**src/rtl/core/ura_pkg.sv**
```systemverilog
// Shared types and constants of the ultrasonic range alarm.
package ura_pkg;

    localparam int DIST_BITS  = 19;
    localparam int CFG_IDX_BITS  = 3;
    localparam int CFG_DATA_BITS = 24;

    // width * 281 >> 6 gives 1/256 cm per microsecond of echo
    localparam int DIST_MUL   = 281;
    localparam int DIST_SHIFT = 6;
    localparam logic [DIST_BITS-1:0] DIST_MAX = '1;

    localparam logic [CFG_IDX_BITS-1:0] CFG_SETTLE     = 3'd0;
    localparam logic [CFG_IDX_BITS-1:0] CFG_PULSE      = 3'd1;
    localparam logic [CFG_IDX_BITS-1:0] CFG_NEAR       = 3'd2;
    localparam logic [CFG_IDX_BITS-1:0] CFG_ALARM      = 3'd3;
    localparam logic [CFG_IDX_BITS-1:0] CFG_HOLDOFF    = 3'd4;
    localparam logic [CFG_IDX_BITS-1:0] CFG_GAP        = 3'd5;
    localparam logic [CFG_IDX_BITS-1:0] CFG_ECHO_LIMIT = 3'd6;

    typedef struct packed {
        logic [7:0]           settle_ticks;
        logic [7:0]           pulse_ticks;
        logic [DIST_BITS-1:0] near_threshold_q8;
        logic [23:0]          alarm_ticks;
        logic [23:0]          holdoff_ticks;
        logic [23:0]          gap_ticks;
        logic [15:0]          echo_limit_ticks;
    } cfg_t;

    localparam cfg_t CFG_RESET = '{
        settle_ticks:      8'd2,
        pulse_ticks:       8'd10,
        near_threshold_q8: 19'd2560,
        alarm_ticks:       24'd500000,
        holdoff_ticks:     24'd1000000,
        gap_ticks:         24'd100000,
        echo_limit_ticks:  16'd65535
    };

    typedef struct packed {
        logic                 trigger_out;
        logic                 buzzer_out;
        logic                 reading_done;
        logic [DIST_BITS-1:0] distance_q8;
        logic                 object_near;
        logic                 timed_out;
    } result_t;

endpackage

```
**src/rtl/core/ura_if.sv**
```systemverilog
// Channel interfaces: echo samples in, tick results out, register writes.
interface ura_in_if;
    logic valid;
    logic ready;
    logic echo_level;

    modport source (output valid, output echo_level, input ready);
    modport sink   (input valid, input echo_level, output ready);
endinterface

interface ura_out_if;
    logic                           valid;
    logic                           ready;
    logic                           trigger_out;
    logic                           buzzer_out;
    logic                           reading_done;
    logic [ura_pkg::DIST_BITS-1:0]  distance_q8;
    logic                           object_near;
    logic                           timed_out;

    modport source (output valid, output trigger_out, output buzzer_out,
                    output reading_done, output distance_q8, output object_near,
                    output timed_out, input ready);
    modport sink   (input valid, input trigger_out, input buzzer_out,
                    input reading_done, input distance_q8, input object_near,
                    input timed_out, output ready);
endinterface

interface ura_cfg_if;
    logic                               valid;
    logic                               ready;
    logic [ura_pkg::CFG_IDX_BITS-1:0]   index;
    logic [ura_pkg::CFG_DATA_BITS-1:0]  data;

    modport source (output valid, output index, output data, input ready);
    modport sink   (input valid, input index, input data, output ready);
endinterface

```
**src/rtl/core/ura_engine.sv**
```systemverilog
// Ranging sequencer: phase state, echo timing and distance, one tick per step.
module ura_engine #(
    parameter int WIDTH_BITS = 16,
    parameter int COUNT_BITS = 24
) (
    input  logic             clk,
    input  logic             rst_n,
    input  logic             step,
    input  logic             echo,
    input  ura_pkg::cfg_t    cfg,
    output ura_pkg::result_t result
);

    typedef enum logic [2:0] {
        PH_SETTLE  = 3'd0,
        PH_PULSE   = 3'd1,
        PH_WAIT    = 3'd2,
        PH_MEASURE = 3'd3,
        PH_ALARM   = 3'd4,
        PH_HOLD    = 3'd5,
        PH_GAP     = 3'd6
    } phase_t;

    localparam int CW = (COUNT_BITS > 24) ? COUNT_BITS : 24;
    localparam int LW = (WIDTH_BITS > 16) ? WIDTH_BITS : 16;
    localparam int TW = (COUNT_BITS > WIDTH_BITS) ? COUNT_BITS : WIDTH_BITS;
    localparam int PW = WIDTH_BITS + 9;
    localparam int QW = PW - ura_pkg::DIST_SHIFT;
    localparam int DW = (QW > ura_pkg::DIST_BITS) ? QW : ura_pkg::DIST_BITS;
    localparam logic [CW-1:0] COUNT_MAX_W = CW'((64'd1 << COUNT_BITS) - 64'd1);
    localparam logic [LW-1:0] WIDTH_MAX_L = LW'((64'd1 << WIDTH_BITS) - 64'd1);
    localparam logic [DW-1:0] DIST_MAX_W  = DW'(ura_pkg::DIST_MAX);

    phase_t                          phase_reg, phase_next;
    logic [COUNT_BITS-1:0]           tick_reg, tick_next;
    logic [WIDTH_BITS-1:0]           width_reg, width_next;
    logic [ura_pkg::DIST_BITS-1:0]   dist_reg, dist_next;
    logic                            near_reg, near_next;
    logic                            tmo_reg, tmo_next;
    ura_pkg::result_t                result_reg, result_next;

    phase_t                          ph_pre;
    logic [COUNT_BITS-1:0]           tick_pre;
    logic [WIDTH_BITS-1:0]           width_pre;
    logic                            trig, buzz, fin, fin_tmo;
    logic [WIDTH_BITS-1:0]           fin_width;
    logic [WIDTH_BITS-1:0]           lim;
    logic [LW-1:0]                   lim_l;
    logic [PW-1:0]                   prod;
    logic [DW-1:0]                   dist_w;
    logic [ura_pkg::DIST_BITS-1:0]   dist_fin;
    logic                            near_fin;

    function automatic logic expired(input logic [COUNT_BITS-1:0] t, input logic [23:0] len);
        logic [CW-1:0] tw;
        logic [CW-1:0] lw;
        tw = CW'(t);
        lw = CW'(len);
        if (lw > COUNT_MAX_W)
        begin
            lw = COUNT_MAX_W;
        end
        return tw >= lw;
    endfunction

    function automatic logic [COUNT_BITS-1:0] tick_inc(input logic [COUNT_BITS-1:0] t);
        return (t == '1) ? t : t + COUNT_BITS'(1);
    endfunction

    // effective echo limit: zero acts as one, clipped to the width range
    always_comb
    begin
        lim_l = LW'(cfg.echo_limit_ticks);
        if (lim_l == '0)
        begin
            lim_l = LW'(1);
        end
        if (lim_l > WIDTH_MAX_L)
        begin
            lim_l = WIDTH_MAX_L;
        end
        lim = lim_l[WIDTH_BITS-1:0];
    end

    always_comb
    begin
        phase_t      p;
        phase_t      nx;
        logic [23:0] len;
        logic        timed;
        p         = phase_reg;
        tick_pre  = tick_reg;
        width_pre = width_reg;
        trig      = 1'b0;
        buzz      = 1'b0;
        fin       = 1'b0;
        fin_tmo   = 1'b0;
        fin_width = width_reg;
        if (p > PH_GAP)
        begin
            p        = PH_SETTLE;
            tick_pre = '0;
        end
        // pass over timed phases already used up; wait phase ends the chain
        for (int i = 0; i < 5; i++)
        begin
            unique case (p)
                PH_SETTLE:
                begin
                    len = 24'(cfg.settle_ticks);
                    nx = PH_PULSE;
                    timed = 1'b1;
                end
                PH_PULSE:
                begin
                    len = 24'(cfg.pulse_ticks);
                    nx = PH_WAIT;
                    timed = 1'b1;
                end
                PH_ALARM:
                begin
                    len = cfg.alarm_ticks;
                    nx = PH_HOLD;
                    timed = 1'b1;
                end
                PH_HOLD:
                begin
                    len = cfg.holdoff_ticks;
                    nx = PH_GAP;
                    timed = 1'b1;
                end
                PH_GAP:
                begin
                    len = cfg.gap_ticks;
                    nx = PH_SETTLE;
                    timed = 1'b1;
                end
                default:
                begin
                    len = '0;
                    nx = p;
                    timed = 1'b0;
                end
            endcase
            if (timed && expired(tick_pre, len))
            begin
                p        = nx;
                tick_pre = '0;
            end
        end

        if (p == PH_WAIT)
        begin
            if (echo)
            begin
                p         = PH_MEASURE;
                width_pre = '0;
            end
            else
            begin
                tick_pre = tick_inc(tick_pre);
                if (TW'(tick_pre) >= TW'(lim))
                begin
                    fin       = 1'b1;
                    fin_tmo   = 1'b1;
                    fin_width = lim;
                end
            end
        end

        if (p == PH_MEASURE && !fin)
        begin
            if (echo)
            begin
                if (width_pre != '1)
                begin
                    width_pre = width_pre + WIDTH_BITS'(1);
                end
                fin       = width_pre >= lim;
                fin_tmo   = width_pre >= lim;
                fin_width = lim;
            end
            else
            begin
                fin       = 1'b1;
                fin_width = width_pre;
            end
        end
        else if (!fin && p != PH_WAIT)
        begin
            trig     = (p == PH_PULSE);
            buzz     = (p == PH_ALARM);
            tick_pre = tick_inc(tick_pre);
        end
        ph_pre = p;
    end

    always_comb
    begin
        prod   = PW'(fin_width) * PW'(ura_pkg::DIST_MUL);
        dist_w = DW'(prod[PW-1:ura_pkg::DIST_SHIFT]);
        if (dist_w > DIST_MAX_W)
        begin
            dist_w = DIST_MAX_W;
        end
        dist_fin = dist_w[ura_pkg::DIST_BITS-1:0];
        near_fin = dist_fin < cfg.near_threshold_q8;
    end

    always_comb
    begin
        phase_next = ph_pre;
        tick_next  = tick_pre;
        width_next = width_pre;
        dist_next  = dist_reg;
        near_next  = near_reg;
        tmo_next   = tmo_reg;
        if (fin)
        begin
            width_next = fin_width;
            dist_next  = dist_fin;
            near_next  = near_fin;
            tmo_next   = fin_tmo;
            phase_next = near_fin ? PH_ALARM : PH_GAP;
            tick_next  = '0;
        end
        result_next.trigger_out  = trig;
        result_next.buzzer_out   = buzz;
        result_next.reading_done = fin;
        result_next.distance_q8  = dist_next;
        result_next.object_near  = near_next;
        result_next.timed_out    = tmo_next;
    end

    always_ff @(posedge clk or negedge rst_n)
    begin
        if (!rst_n)
        begin
            phase_reg  <= PH_SETTLE;
            tick_reg   <= '0;
            width_reg  <= '0;
            dist_reg   <= '0;
            near_reg   <= 1'b0;
            tmo_reg    <= 1'b0;
            result_reg <= '0;
        end
        else if (step)
        begin
            phase_reg  <= phase_next;
            tick_reg   <= tick_next;
            width_reg  <= width_next;
            dist_reg   <= dist_next;
            near_reg   <= near_next;
            tmo_reg    <= tmo_next;
            result_reg <= result_next;
        end
    end

    assign result = result_reg;

endmodule

```
**src/rtl/core/ultrasonic_range_alarm_top.sv**
```systemverilog
// Top level of the ultrasonic range alarm: handshake, registers, sequencer.
//
//  channel   dir  payload                                        beat
//  echo_ch   in   echo_level                                     one microsecond tick
//  result_ch out  trigger_out buzzer_out reading_done            one per input beat
//                 distance_q8 object_near timed_out
//  cfg_ch    in   index (3b) data (24b)                          one register write
//
// One beat per clock sustained while result_ch is ready; an echo beat passes the input register,
// then the result register of the single-pass sequencer, before its result appears.
// Reset clears phase, counters, last reading and flags; registers take their
// defaults. No clearing pass. A stalled result holds while the next beat waits in
// the input register; cfg_ch is always ready.
module ultrasonic_range_alarm_top #(
    parameter int WIDTH_BITS = 16,
    parameter int COUNT_BITS = 24
) (
    input logic         clk,
    input logic         rst_n,
    ura_in_if.sink      echo_ch,
    ura_out_if.source   result_ch,
    ura_cfg_if.sink     cfg_ch
);

    logic             in_valid_reg;
    logic             echo_reg;
    logic             out_valid_reg;
    logic             step;
    ura_pkg::cfg_t    cfg_reg;
    ura_pkg::result_t result;

    assign step          = in_valid_reg && (!out_valid_reg || result_ch.ready);
    assign echo_ch.ready = !in_valid_reg || step;
    assign cfg_ch.ready  = 1'b1;

    always_ff @(posedge clk or negedge rst_n)
    begin
        if (!rst_n)
        begin
            in_valid_reg  <= 1'b0;
            out_valid_reg <= 1'b0;
        end
        else
        begin
            if (echo_ch.ready)
            begin
                in_valid_reg <= echo_ch.valid;
            end
            if (step)
            begin
                out_valid_reg <= 1'b1;
            end
            else if (result_ch.ready)
            begin
                out_valid_reg <= 1'b0;
            end
        end
    end

    always_ff @(posedge clk)
    begin
        if (echo_ch.ready && echo_ch.valid)
        begin
            echo_reg <= echo_ch.echo_level;
        end
    end

    always_ff @(posedge clk or negedge rst_n)
    begin
        if (!rst_n)
        begin
            cfg_reg <= ura_pkg::CFG_RESET;
        end
        else if (cfg_ch.valid)
        begin
            unique case (cfg_ch.index)
                ura_pkg::CFG_SETTLE:     cfg_reg.settle_ticks      <= cfg_ch.data[7:0];
                ura_pkg::CFG_PULSE:      cfg_reg.pulse_ticks       <= cfg_ch.data[7:0];
                ura_pkg::CFG_NEAR:       cfg_reg.near_threshold_q8 <= cfg_ch.data[18:0];
                ura_pkg::CFG_ALARM:      cfg_reg.alarm_ticks       <= cfg_ch.data;
                ura_pkg::CFG_HOLDOFF:    cfg_reg.holdoff_ticks     <= cfg_ch.data;
                ura_pkg::CFG_GAP:        cfg_reg.gap_ticks         <= cfg_ch.data;
                ura_pkg::CFG_ECHO_LIMIT: cfg_reg.echo_limit_ticks  <= cfg_ch.data[15:0];
                default:                 cfg_reg                   <= cfg_reg;
            endcase
        end
    end

    ura_engine #(
        .WIDTH_BITS(WIDTH_BITS),
        .COUNT_BITS(COUNT_BITS)
    ) u_engine (
        .clk    (clk),
        .rst_n  (rst_n),
        .step   (step),
        .echo   (echo_reg),
        .cfg    (cfg_reg),
        .result (result)
    );

    assign result_ch.valid        = out_valid_reg;
    assign result_ch.trigger_out  = result.trigger_out;
    assign result_ch.buzzer_out   = result.buzzer_out;
    assign result_ch.reading_done = result.reading_done;
    assign result_ch.distance_q8  = result.distance_q8;
    assign result_ch.object_near  = result.object_near;
    assign result_ch.timed_out    = result.timed_out;

endmodule

```
**src/flat_wrapper.sv**
```systemverilog
// flat-port wrapper written by rule: the top's interface ports become plain ports
module ultrasonic_range_alarm_top_flat 
#(
    parameter int WIDTH_BITS = 16,
    parameter int COUNT_BITS = 24
)
  (clk, rst_n, echo_ch_valid, echo_ch_echo_level, echo_ch_ready, result_ch_valid, result_ch_trigger_out, result_ch_buzzer_out, result_ch_reading_done, result_ch_distance_q8, result_ch_object_near, result_ch_timed_out, result_ch_ready, cfg_ch_valid, cfg_ch_index, cfg_ch_data, cfg_ch_ready);
  ura_in_if echo_ch_i ();
  ura_out_if result_ch_i ();
  ura_cfg_if cfg_ch_i ();
  input logic clk;
  input logic rst_n;
  input wire logic [$bits(echo_ch_i.valid)-1:0] echo_ch_valid;
  input wire logic [$bits(echo_ch_i.echo_level)-1:0] echo_ch_echo_level;
  output wire logic [$bits(echo_ch_i.ready)-1:0] echo_ch_ready;
  output wire logic [$bits(result_ch_i.valid)-1:0] result_ch_valid;
  output wire logic [$bits(result_ch_i.trigger_out)-1:0] result_ch_trigger_out;
  output wire logic [$bits(result_ch_i.buzzer_out)-1:0] result_ch_buzzer_out;
  output wire logic [$bits(result_ch_i.reading_done)-1:0] result_ch_reading_done;
  output wire logic [$bits(result_ch_i.distance_q8)-1:0] result_ch_distance_q8;
  output wire logic [$bits(result_ch_i.object_near)-1:0] result_ch_object_near;
  output wire logic [$bits(result_ch_i.timed_out)-1:0] result_ch_timed_out;
  input wire logic [$bits(result_ch_i.ready)-1:0] result_ch_ready;
  input wire logic [$bits(cfg_ch_i.valid)-1:0] cfg_ch_valid;
  input wire logic [$bits(cfg_ch_i.index)-1:0] cfg_ch_index;
  input wire logic [$bits(cfg_ch_i.data)-1:0] cfg_ch_data;
  output wire logic [$bits(cfg_ch_i.ready)-1:0] cfg_ch_ready;
  assign echo_ch_i.valid = echo_ch_valid;
  assign echo_ch_i.echo_level = echo_ch_echo_level;
  assign echo_ch_ready = echo_ch_i.ready;
  assign result_ch_valid = result_ch_i.valid;
  assign result_ch_trigger_out = result_ch_i.trigger_out;
  assign result_ch_buzzer_out = result_ch_i.buzzer_out;
  assign result_ch_reading_done = result_ch_i.reading_done;
  assign result_ch_distance_q8 = result_ch_i.distance_q8;
  assign result_ch_object_near = result_ch_i.object_near;
  assign result_ch_timed_out = result_ch_i.timed_out;
  assign result_ch_i.ready = result_ch_ready;
  assign cfg_ch_i.valid = cfg_ch_valid;
  assign cfg_ch_i.index = cfg_ch_index;
  assign cfg_ch_i.data = cfg_ch_data;
  assign cfg_ch_ready = cfg_ch_i.ready;
  ultrasonic_range_alarm_top #(.WIDTH_BITS(WIDTH_BITS), .COUNT_BITS(COUNT_BITS)) u_core (.clk(clk), .rst_n(rst_n), .echo_ch(echo_ch_i), .result_ch(result_ch_i), .cfg_ch(cfg_ch_i));
endmodule
```
**config.mk**
```make
export PLATFORM = sky130hd
export DESIGN_NAME = ultrasonic_range_alarm_top_flat
export DESIGN_NICKNAME = d
export VERILOG_FILES = /design/src/rtl/core/ura_pkg.sv /design/src/rtl/core/ura_if.sv /design/src/rtl/core/ura_engine.sv /design/src/rtl/core/ultrasonic_range_alarm_top.sv /design/src/flat_wrapper.sv
export SDC_FILE = /design/constraint.sdc
export NUM_CORES = 1
export LEC_CHECK = 0
export BUFFER_PORTS_ARGS = -buffer_cell sky130_fd_sc_hd__buf_2
export CAP_MARGIN = 20
export CORE_MARGIN = 4
export CORE_UTILIZATION = 50
export DETAILED_ROUTE_END_ITERATION = 8
export HOLD_SLACK_MARGIN = 0.06
export PLACE_DENSITY = 0.66
export SLEW_MARGIN = 20
export SYNTH_ARGS = -nofsm -noshare
export SYNTH_HDL_FRONTEND = slang
export SYNTH_SLANG_ARGS = --single-unit
```
**constraint.sdc**
```tcl
create_clock -name clk -period 35.9 [get_ports clk]
set_clock_uncertainty 0.05 [all_clocks]
set_input_delay 5.385 -clock clk [delete_from_list [all_inputs] [get_ports clk]]
set_output_delay 5.385 -clock clk [all_outputs]
set_load 0.005 [all_outputs]
```
# Word-level counts from Yosys, hierarchy flattened
# Index checks and enable logic that the tools add are counted.
word_totals:
  regBits: 193
  latch_bits: 0
  ram_bits: 0
  mem_bits_ro: 0
  inputBits: 33
  output_inout_bits: 27
  elab_cells: 183
  mem_count: 0
op_classes:
  addsub: 3
  n_mul: 1
  n_div: 0
  order_cmp: 16
  eq_ne: 34
  shifts: 0
  mux: 75
  bitwise: 0
  n_reduce_logical: 35
op_table:
  columns: ["op", "count"]
  rows:
  - ["one-hot mux 24 bit (5 select lines)", 5]
  - ["two-way mux 24 bit", 18]
  - ["two-way mux 16 bit", 15]
  - [">= comparator 24 bit", 5]
  - ["greater-than comparator 24 bit (second input constant)", 5]
  - ["one-hot mux 3 bit (5 select lines)", 5]
  - ["equality test 3 bit (second input constant)", 19]
  - ["adder 24 x 1 -> 24 bit (second input constant)", 2]
  - ["equality test 24 bit (second input constant)", 2]
  - ["two-way mux 19 bit", 2]
  - ["two-way mux 3 bit", 9]
  - ["multiplier 16 x 9 -> 25 bit (second input constant)", 1]
  - ["OR reduction 5 bit", 5]
  - [">= comparator 24 x 16 -> 1 bit", 1]
  - ["equality test 3 x 1 -> 1 bit (second input constant)", 7]
  - ["two-way mux 1 bit", 20]
  - ["greater-than comparator 19 bit (second input constant)", 1]
  - ["less-than comparator 19 bit", 1]
  - ["logical NOT 3 bit", 6]
  - ["adder 16 x 1 -> 16 bit (second input constant)", 1]
  - [">= comparator 16 bit", 1]
  - ["greater-than comparator 16 bit (second input constant)", 1]
  - ["logical NOT 16 bit", 1]
  - ["inequality test 16 bit (second input constant)", 1]
  - ["other kinds (9)", 30]

# Depth between registers and ports, before layout
depth:
  word_depth: 52
  mapped_depth: 151
  ltp_nobuf: 136

# Modules after synthesis
# Synthesis repeated with hierarchy kept, for this count alone.
unflattened:
  cells_unflattened: 2564
  area_unflattened_um2: 21341.7
by_module_without_submodules:
  columns: ["module", "n_inst", "cells_per_inst", "area_each_um2", "seq_area_each_um2"]
  rows:
  - ["ura_engine", 1, 2285, 16350.7, 1676.6]
  - ["ultrasonic_range_alarm_top", 1, 279, 4991.0, 3209.3]

# Worst setup path before layout
# OpenSTA, ideal clock, no wires.
synth_timing:
  kind: "flip-flop to flip-flop"
  startpoint: "register u_core.u_engine.phase_reg[2]"
  endpoint: "register u_core.u_engine.phase_reg[1]"
  setup_time_ns: 0.118
  arrival_ns: 27.259
  t_required_ns: 35.732
  slack_ns: 8.473
  path_stages_with_launch: 145
  n_path_buf: 17
  synth_period_minus_slack_ns: 27.427
  cell_sequence: "dfrtp_1 > clkbuf_1 > nand2_1 > nor2_1 > nor2_1 > ha_1 > clkbuf_1 > and3_1 > clkbuf_1 > clkbuf_1 > a22o_1 > a21oi_1 > ha_1 > nand4_2 > nor4_2 > nand2_1 > or2_1 > buf_6 > (+109 left out) > a21boi_0 > o21ai_0 > a21boi_0 > o21ai_0 > a21boi_0 > o21ai_0 > nand2b_1 > a21o_1 > nand2_1 > a21oi_1 > xnor2_1 > ha_1 > o21a_1 > o21ai_0 > a211oi_1 > nor3_1 > a211oi_1 > a21o_1"
synth_via:
  elab_chain_cells: 52
  word_cells_on_any_way: 111
  classes_between: "add/sub: 2; mul: 1; order compare: 15; eq/ne: 24; mux: 52; reduce/logical: 17"
synth_lines:
  columns: ["item", "line", "text"]
  rows:
  - ["start, declared", "ura_engine.sv:34", "phase_t phase_reg, phase_next;"]
  - ["start signal, assigned", "ura_engine.sv:249", "phase_reg <= phase_next;"]
  - ["greater-than comparator 3 bit", "ura_engine.sv:99", "if (p > PH_GAP)"]
  - ["two-way mux 3 bit", "ura_engine.sv:99", null]
  - ["equality test 3 bit (tied with other cells)", "ura_engine.sv:107", "unique case (p)"]
  - ["one-hot mux 24 bit (5 select lines)", "ura_engine.sv:107", null]
  - ["greater-than comparator 24 bit", "ura_engine.sv:59", "if (lw > COUNT_MAX_W)"]
  - ["two-way mux 24 bit", "ura_engine.sv:59", null]
  - [">= comparator 24 bit", "ura_engine.sv:63", "return tw >= lw;"]
  - ["logical AND 1 bit", "ura_engine.sv:145", "if (timed && expired(tick_pre, len))"]
  - ["(+37 left out)", null, null]
  - ["two-way mux 16 bit *", "ura_engine.sv:171", "if (p == PH_MEASURE && !fin)"]
  - ["multiplier 16 x 9 -> 25 bit *", "ura_engine.sv:200", "prod = PW'(fin_width) * PW'(ura_pkg::DIST_MUL);"]
  - ["greater-than comparator 19 bit", "ura_engine.sv:202", "if (dist_w > DIST_MAX_W)"]
  - ["two-way mux 19 bit *", "ura_engine.sv:202", null]
  - ["via u_core.u_engine.dist_fin (one bit)", "ura_engine.sv:51", "logic [ura_pkg::DIST_BITS-1:0] dist_fin;"]
  - ["less-than comparator 19 bit *", "ura_engine.sv:207", "near_fin = dist_fin < cfg.near_threshold_q8;"]
  - ["two-way mux 2 bit *", "ura_engine.sv:224", "phase_next = near_fin ? PH_ALARM : PH_GAP;"]
  - ["two-way mux 3 bit *", "ura_engine.sv:218", "if (fin)"]
# Mark *: on every way through the listed nets, which the timed path passes. The rest lies on a longest branch. The select of a mux whose other input is x is not followed.
# A chain may end at the register's enable or synchronous reset.

# Worst setup path in the final report
# Same ends and word-level chain as after synthesis.

==> metrics.md <==
| Metric | Value |
|---|---|
| Status | `finished with violations` |
| Failing checks | `DRC` |
| Filler cell count | `~3.8k` |
| Hold Crit Class | `register to register` |
| Top FF cell, synth | `dfrtp_1` |
| Synth cell types | `103` |
| Gate Count Post-Synth | `2499` |
| Wire per inst | `about 27 um` |
| Starting Density | `0.511` |
| Area of the multi-input gates | `0.0152 sq mm` |
| First-pass GRT wire length | `123000 um` |
| Crit path DAT | `33.77 ns` |
| Initial antenna violation count | `5` |
| Starting DRT DRC Count | `between 2k and 3k` |
| Clock sinks | `193` |
| Final worst path period need | `approximately 33 ns` |
| RSZ-0062 raised after global routing | `no` |
| EDFF count, synth | `1` |
| H-tree levels | `4` |
| Rows | `74` |
| DR vias | `20.8k` |
| Synthesis-stage register bit count | `about 190` |
| Clock tree buffer depth | `2` |
| DR vias/cell | `6.88` |
| Max-cap violations | `0` |
| Syn_area_per_cell | `8.44 sq um` |
| Critical Path Sink Type | `register` |
| Area of the core | `around 0.041 sq mm` |
| Layout cells sized above 1 | `0.169` |
| Top cell type's share of synthesized area | `0.179` |
| Max Slew Vio Count | `0` |
| Crit start category | `register` |
| RePlAce Congestion | `1.01` |
| Num ports | `60` |
| CTS Buf Count | `17` |
| Post-synth net total | `between 2k and 3k` |
| Max_slew headroom | `0.300` |
| Final WL | `a little over 80000 um` |
| Synth async-reset ratio | `0.995` |
| Actual slew at the worst max-slew pin | `1.05 ns` |
| Die H | `213 um` |
| Highest Clock Rate | `between 0.02 and 0.03 GHz` |
| Worst-skew pair later-pin latency | `0.51 ns` |
| Crit path max fanout | `40` |
| Min Hold Slack | `0.438 ns` |
| Clock Pin Slew Worst Setup and Hold Paths | `approximately 0.090 ns` |
| Die Wd | `213 um` |
| Final setup viols | `0` |
| Area growth from synthesis to layout | `6.84%` |
| Critical Setup Path Class | `register to register` |
| Final Hold Fails | `0` |
| Syn Std Cell Area | `~0.021 sq mm` |
| Top post-synthesis cells by area | `dfrtp_1 18%, ha_1 15%, mux2_2 7.9%` |
| CTS tree | `built` |
| Max reg flops | `123` |
| Synth Warn # | `0` |
| Global Route Usage Sum | `0.357` |
| Count of input and output buffers | `58` |
| Die area | `0.0455 sq mm` |
| Global route overflow | `0` |
| Post-synthesis sequential area ratio | `0.232` |
| CP max-delay cell | `dfrtp_1` |
| Final period util | `0.931` |
| Root buffer cell | `clkbuf_16` |
| Setup tns final | `0 ns` |
| Vias in the first global route | `around 20k` |
| Antenna viol nets, final | `0` |
| CP required | `36.26 ns` |
| Area leader, netlist | `dfrtp_1` |
| Crit path largest cell delay | `between 0.8 and 0.9 ns` |
| Pin count of the biggest net entering global routing | `68` |
| Fin nets | `2788` |
| CP dominant cell by count | `ha_1` |
| Seq. cell area | `about 0.0049 sq mm` |
| DR pass1 iterations | `9` |
| Dpl hpwl | `62700 um` |
| DRC viols | `25` |
| Cts-stage hold buffer count | `0` |
[cell type report]
| type | count | area share |
|---|---|---|
| Multi-Input combinational cell | 2021 | 0.674 |
| Antenna cell | 1 | 0.000111 |
| Clock inverter | 15 | 0.00994 |
| Tap cell | 532 | 0.0295 |
| Sequential cell | 193 | 0.217 |
| Timing Repair Buffer | 96 | 0.0261 |
| Inverter | 145 | 0.0243 |
| Clock buffer | 17 | 0.0189 |
[metal layers]
layer | track usage | vias up | wire, um
li1 | - | 9231 | -
met1 | 0.473 | 10100 | 33400
met2 | 0.573 | 1181 | 37500
met3 | 0.0689 | 250 | 7360
met4 | 0.154 | 0 | 4010
met5 | 0 | - | 0
[final timing paths]
kind | start | end | slack (ns) | cells after the start
worst max-delay path | u_core.u_engine.phase_reg[2] | u_core.u_engine.phase_reg[1] | 2.49 | 134
worst min-delay path | u_core.u_engine.result[8] | u_core.u_engine.result[8] | 0.44 | 2
worst max register to register | u_core.u_engine.phase_reg[2] | u_core.u_engine.phase_reg[1] | 2.49 | 134
worst min register to register | u_core.u_engine.result[8] | u_core.u_engine.result[8] | 0.44 | 2
max in group asynchronous | rst_n | u_core.cfg_reg[111] | 28.85 | 3
min in group asynchronous | rst_n | u_core.u_engine.tick_reg[13] | 4.82 | 1
[Yosys cell counts, types with 6 or more instances]
cell type	number
a211oi_1	20
a21boi_0	7
a21o_1	54
a21oi_1	123
a221o_1	11
a222oi_1	50
a22o_1	26
a22oi_1	62
a31o_2	16
a31oi_1	16
and2_1	63
and3_1	46
and4_1	6
buf_1	6
clkbuf_1	124
dfrtp_1	151
dfstp_2	41
fa_1	23
ha_1	258
inv_1	142
mux2_2	148
mux2i_1	29
nand2_1	254
nand2b_1	19
nand3_1	65
nand3b_1	6
nand4_1	31
nand4b_1	6
nor2_1	177
nor2b_1	15
nor3_1	55
nor3b_1	9
nor4_1	24
o2111ai_1	8
o211ai_1	21
o21a_1	16
o21ai_0	93
o221ai_1	14
o22ai_1	13
o31ai_1	10
or2_2	36
or3_1	30
or4_1	11
xnor2_1	34
xor2_1	17
[per-stage QoR]
stage / cell area, sq um / instances / worst slack (ns) / util
after floorplan: 21100 / 2499 / 8.47 / -
after global placement: 21800 / 2986 / 3.02 / 0.529
after detailed placement: 21800 / 2986 / 2.21 / 0.529
after CTS: 22500 / 3018 / 2.05 / 0.545
after global routing: 22500 / 3020 / 0.156 / 0.546
final: 22500 / 3020 / 2.49 / 0.546
[kinds of logic (layout without fill, tap and decap cells)]
kind of cell	after synthesis	count (layout)	share of synthesized area
and+or+nand+nor	871	871	0.206
AOI/OAI and AO/OA	640	640	0.221
buffers and inverters	285	273	0.0522
adders and majority gates	281	281	0.175
DFF	193	193	0.232
muxes	177	177	0.0928
xor gates and xnor gates	51	51	0.0212
other	1	2	0.000178
[layout by cell type (no fill, tap or decap), types with 57 or more instances in the layout]
cell,synthesis,routed
a21oi_1,123,122
a22oi_1,62,62
and2_1,63,60
buf_2,5,57
dfrtp_1,151,151
ha_1,258,256
inv_1,142,142
mux2_2,148,148
nand2_1,254,254
nand3_1,65,65
nor2_1,177,173
o21ai_0,93,92
[critical path: cells and delay by family (launching register included)]
kind	cells	cell delay (ns)
flops	1	0.82
mux	2	0.63
compound gates	63	13.65
fa+ha+maj	18	5.32
buf+inv	7	1.63
simple gates	42	10.81
xor+xnor	2	0.31
[what timing repair did]
item / in CTS / in global routing
setup buffers: 0 / 0
setup endpoints to repair: 0 / 4
gates resized for setup: 0 / 7
Power is left out: the tool's default activity adds up to more than one toggle a clock period on the data nets, which glitch-free logic cannot reach.
